**src/rtl/gpa_pkg.sv**
```systemverilog
// Package for the gravity perturbation accumulator: widths, codes, types.
// No dependencies.
package gpa_pkg;

  localparam int MAX_BODIES = 8;
  localparam int IDX_W      = 3;
  localparam int POS_W      = 32;
  localparam int ACC_W      = 48;
  localparam int GM_W       = 48;
  localparam int NACT_W     = 4;

  typedef enum logic [1:0] {
    CMD_LOAD = 2'd0,
    CMD_SRC  = 2'd1,
    CMD_EMIT = 2'd2,
    CMD_NONE = 2'd3
  } cmd_t;

  typedef enum logic {
    CFG_GM  = 1'b0,
    CFG_ACT = 1'b1
  } cfg_idx_t;

  // one queued item from the front end to the back end
  typedef struct packed {
    cmd_t                     cmd;
    logic [IDX_W-1:0]         idx;
    logic signed [POS_W-1:0]  px;
    logic signed [POS_W-1:0]  py;
    logic signed [POS_W-1:0]  pz;
    logic signed [ACC_W-1:0]  ax;
    logic signed [ACC_W-1:0]  ay;
    logic signed [ACC_W-1:0]  az;
  } item_t;

  typedef enum logic [3:0] {
    ST_IDLE,
    ST_DIFF,
    ST_NORM,
    ST_SQ,
    ST_SQRT,
    ST_DEN,
    ST_DEN_HI,
    ST_NUM,
    ST_NUM_HI,
    ST_DIV,
    ST_APPLY,
    ST_EMIT
  } st_t;

endpackage

```
**src/rtl/gpa_queue.sv**
```systemverilog
// Two-entry item queue between front end and back end.
// Depends on gpa_pkg.
module gpa_queue (
  input  logic           clk,
  input  logic           rst_n,
  input  logic           wr_en,
  input  gpa_pkg::item_t wr_item,
  output logic           full,
  input  logic           rd_en,
  output gpa_pkg::item_t rd_item,
  output logic           empty
);

  gpa_pkg::item_t mem_r [2];
  logic       wp_r, rp_r;
  logic [1:0] cnt_r;

  assign full    = (cnt_r == 2'd2);
  assign empty   = (cnt_r == 2'd0);
  assign rd_item = mem_r[rp_r];

  always_ff @(posedge clk) begin
    if (!rst_n) begin
      wp_r  <= 1'b0;
      rp_r  <= 1'b0;
      cnt_r <= 2'd0;
    end else begin
      if (wr_en) wp_r <= ~wp_r;
      if (rd_en) rp_r <= ~rp_r;
      cnt_r <= cnt_r + {1'b0, wr_en} - {1'b0, rd_en};
    end
  end

  always_ff @(posedge clk) begin
    if (wr_en) mem_r[wp_r] <= wr_item;
  end

  assert property (@(posedge clk) disable iff (!rst_n) full |-> !wr_en)
    else $error("queue overrun");
  assert property (@(posedge clk) disable iff (!rst_n) empty |-> !rd_en)
    else $error("queue underrun");
  assert property (@(posedge clk) disable iff (!rst_n) cnt_r != 2'd3)
    else $error("queue count out of range");

endmodule

```
**config.mk**
```make
export PLATFORM = sky130hd
export DESIGN_NAME = gpa_queue
export DESIGN_NICKNAME = d
export VERILOG_FILES = /design/src/rtl/gpa_pkg.sv /design/src/rtl/gpa_queue.sv
export SDC_FILE = /design/constraint.sdc
export NUM_CORES = 1
export LEC_CHECK = 0
export BUFFER_PORTS_ARGS = -buffer_cell sky130_fd_sc_hd__buf_2
export CAP_MARGIN = 10
export CORE_MARGIN = 3
export CORE_UTILIZATION = 40
export CTS_CLUSTER_DIAMETER = 60
export DETAILED_ROUTE_END_ITERATION = 12
export GPL_TIMING_DRIVEN = 0
export HOLD_SLACK_MARGIN = 0.05
export MAX_ROUTING_LAYER = met4
export PLACE_DENSITY = 0.73
export SKIP_LAST_GASP = 1
export SYNTH_ARGS = -nofsm -noshare
export SYNTH_HDL_FRONTEND = slang
export SYNTH_SLANG_ARGS = --single-unit
export TNS_END_PERCENT = 1
```
**constraint.sdc**
```tcl
create_clock -name clk -period 16.26 [get_ports clk]
set_input_delay 1.626 -clock clk [delete_from_list [all_inputs] [get_ports clk]]
set_output_delay 1.626 -clock clk [all_outputs]
set_load 0.02 [all_outputs]
```
* Word level (Yosys, flattened, before mapping)
Memories as Yosys holds them, arrays and structs flattened. A register that Yosys moved wholly into a read port is not among the register bits.
Index checks and enable logic that the tools add are counted.
** Storage, ports and cells
- Bits in registers :: 4
- Bits in latches :: 0
- Bits in writable memories :: 490
- ROM bits :: 0
- Memories :: 1
** Operators by class
- Add/sub/neg operators :: 2
- Multiply operators :: 0
- Div/mod/pow operators :: 0
- Magnitude comparators :: 0
- Equality and inequality tests :: 1
- Shift-type cells :: 0
- Muxes and demuxes :: 4
- Bitwise logic cells :: 2
- Reduce and logical (&&, ||, !) cells :: 1
** Memories
- mem_r :: depth 2, width 245, rd ports 1, clocked after memory_dff 1, wr ports 1, RTL line gpa_queue.sv:14 : gpa_pkg::item_t mem_r [2];
** Operators with widths (count)
- two-way mux 1 bit :: 4
- adder 2 x 1 -> 2 bit :: 1
- == test 2 bit (second input constant) :: 1
- zero test 2 bit :: 1
- NOT 1 bit :: 2
- subtractor 2 x 1 -> 2 bit :: 1

* Longest topological paths before layout
- Depth after elaboration :: 3
- Mapped depth :: 6
- Gate-level depth less buffers :: 6

* Worst setup path before layout
No wires, ideal clock.
- Path kind :: input -> register
- From :: input wr_en
- To :: register wp_r
- Library setup time :: 108 ps
- Arrival time :: 13020 ps
- Required time :: 16152 ps
- Slack :: 3131 ps
- Cell stages on the path :: 2
- Path buffers :: 0
- Path through :: nor2b_1 o21a_1
** RTL lines
- start: declaration :: RTL line gpa_queue.sv:6 : input logic wr_en,
- end signal: assignment :: RTL line gpa_queue.sv:28 : if (wr_en) wp_r <= ~wp_r;
- end: declaration :: RTL line gpa_queue.sv:15 : logic wp_r, rp_r;

==> impl_metrics.csv <==
group,metric,value,unit
clocking,worstSkewPairLatency,0.56,ns
worst_setup_path,cp-end-kind,"output pin",
sta,worst_slew_pin_slew,0.979,ns
placed_design,gp_congestion,0.796,
sta,fin_crit,3.76,ns
yosys,yosysUniqueCellTypes,15,
route,ant_nets,0,
power,fin_total_pwr,2950,µW
yosys,netlist_area,18100,µm²
global_route,grt-ovfl-total,0,
sta,max_freq,266,MHz
global_route,grt_pass1_vias,10082,
global_route,globalRouteTotalUtil,16.6,%
worst_setup_path,critical_path.max_fanout,10,
power,clock_power_share,37.1,%
worst_setup_path,r2r_start,"wp_r",
global_route,grt_pass1_wl,57500,µm
yosys,synth_area_per_cell,23.1,µm²
die,rows,77,
sta,finalHoldViolations,0,
die,io-pin-count,496,
yosys,yosys_warnings,0,
worst_setup_path,max_stage_delay,0.43,ns
sta,slew_viol_final,0,
run,cap_violations,0,
clocking,cts_tree,"done",
final_layout,area_delta_synth_final,28.0,%
power,power-per-cell-area,128,nW/µm²
final_layout,drive_above_1_share,61.5,%
power,swShare,23.2,%
worst_hold_path,hp-class,"flop to flop",
power,power.internal,2270,µW
worst_setup_path,timing_worst_setup_path_type,"flop to output pin",
final_layout,fillers,3588,
worst_setup_path,reg2reg_depth,6,
power,p_leak,0.00878,µW
worst_setup_path,crit_family,"buffers and inverters",
power,p_switching,684,µW
route,drt_first_pass_iters,5,
yosys,synth-seq-cells,495,
worst_setup_path,cp_slowest_cell,"mux2_2",
final_layout,multi_input_area,3070,µm²
placed_design,port-buffer-count,495,
clocking,clk_pin_slew,0.06,ns
global_route,antenna_found_initial,13,
route,via_count,9404,
worst_setup_path,critPathCapture,"rd_item[187]",
worst_setup_path,arrival,2.14,ns
clocking,cts-resized-gates,0,
worst_setup_path,r2r_slack,13.56,ns
final_layout,final-seq-area,14800,µm²
worst_setup_path,startpoint_type,"flop",
worst_setup_path,r2r-end,"mem_r[0][232]",
die,fp.coreArea,44400,µm²
sta,skew,0.0152,ns
die,initial_core_util,40.7,%
run_status,status,"completed",
yosys,synth_fp_nets,1034,
worst_setup_path,cp_num_buf_inv,3,
route,drtIter0Drc,458,
clocking,clockBufferDepth,3,
global_route,grt_max_degree,67,
final_layout,layout.nets,1593,
route,drc_errors,0,
power,p_comb_share,12.4,%
worst_setup_path,cp.required,14.63,ns
final_layout,utilization,52.1,%
sta,timing.slew.headroom,34.6,%
placed_design,hpwl,29000,µm
worst_setup_path,critPathMostFrequentCell,"buf_2",
clocking,cts_root_buffer,"clkbuf_16",
sta,final.period_utilization,23.1,%
clocking,clock_sinks,495,
power,vdd_drop_max,0.0992,mV
sta,rsz0062_at_grt,"no",
sta,fin_tns_setup,0,ns
yosys,seq_area_frac_synth,81.9,%
clocking,cts_max_level,2,
power,power.share.sequential,50.5,%
worst_setup_path,crit_chain,"buf_2, buf_4, mux2_2, buf_2",
die,fp.dieArea,47800,µm²
die,die_w,219,µm
clocking,cts_setup_buffers,0,
route,routed_wl,40000,µm
sta,setup_violations,0,
yosys,syn_inst,783,
route,wl_per_cell,20.2,µm
clocking,hold_buffers,0,
die,die_h,219,µm
clocking,numCtsBuffers,51,
sta,hold-worst-slack,0.583,ns
worst_setup_path,worstSetupPathDepth,4,
route,via_per_inst,4.74,
cells in the mapped netlist, drive strengths merged:
master	number	area, µm²
xor2	1	8.76
nor2b	4	25.0
nor2	1	3.75
and2	4	25.0
buf	27	200
dfxtp	5	100
ha	2	25.0
mux2	245	2950
xnor3	1	22.5
edfxtp	490	14700
o21a	1	7.51
inv	2	7.51
flip-flops by register name, summed over array words and instances, names as in the netlist, named ones only:
name and flops:
wp_r 1, mem_r 490, cnt_r 2, rp_r 1
worst min path at each step:
stage	startpoint	end	slack, ns	cells after the start
after floorplan	rp_r	flop	0.55	2
after global placement	rp_r	rp_r	0.57	2
after detailed placement	rp_r	flop	0.58	2
after CTS	rp_r	flop	0.59	2
after global routing	rp_r	rp_r	0.61	2
final	rp_r	flop	0.58	2
cells in the final DEF (no fill, tap or decap), types with 9 or more instances in the layout:
cell type | netlist | final
buf_4 | 11 | 11
edfxtp_1 | 490 | 490
clkbuf_1 | 0 | 13
clkinv_2 | 0 | 9
clkbuf_16 | 0 | 51
mux2_2 | 195 | 195
buf_2 | 10 | 505
diode_2 | 0 | 11
clkinv_1 | 0 | 9
mux2_4 | 50 | 50
worst min-delay path: stages, from the launching register on:
cell and delay, ns:
dfxtp_1 0.32, xor2_1 0.07, and2_1 0.15
kinds of logic (layout without fill, tap and decap cells):
kind of cell | count (synthesis) | after routing | synth area share, %
fa+ha+maj | 2 | 2 | 0.138
mux | 245 | 245 | 16.3
simple gates | 9 | 9 | 0.297
compound gates | 1 | 1 | 0.0415
flops | 495 | 495 | 81.9
other cells | 0 | 11 | 0
xor+xnor | 2 | 2 | 0.173
buf+inv | 29 | 625 | 1.15
power groups by stage:
stage	Clock, µW	Combinational [µW]	Sequential (µW)
after global placement	0	356	1550
after CTS	1130	374	1490
final	1090	367	1490
after global routing	1180	391	1500
after floorplan	0	224	1530
after detailed placement	0	372	1520
metal layers:
metal	global-route usage, %	routed length (µm)	up-vias	part of all wire [%]
li1	-	-	4272	-
met1	17.2	14200	4629	35
met2	28.7	20400	404	51
met3	5.81	3950	99	9.9
met4	6.81	1440	0	3.6
met5	-	0	-	0
final cells by class:
class                      count  share of cell area [%]
timing repair buffer         506                    11.7
inverter                       2                  0.0324
clock buffer                  64                    5.72
tap                          592                    3.20
multi-input combinational    259                    13.3
buffer                        27                   0.865
sequential                   495                    64.0
clock inverter                26                    1.05
antenna                       11                   0.119
stage by stage:
stage	instances	setup slack, ns	cell area (µm²)
6_report	1982	12.50	23200
4_1_cts	1971	12.38	23100
3_5_place_dp	1881	12.04	21600
5_1_grt	1981	12.36	23200
3_3_place_gp	1870	-3.13	21300
2_1_floorplan	783	3.13	18100
Power figures use the tool's default switching activity.
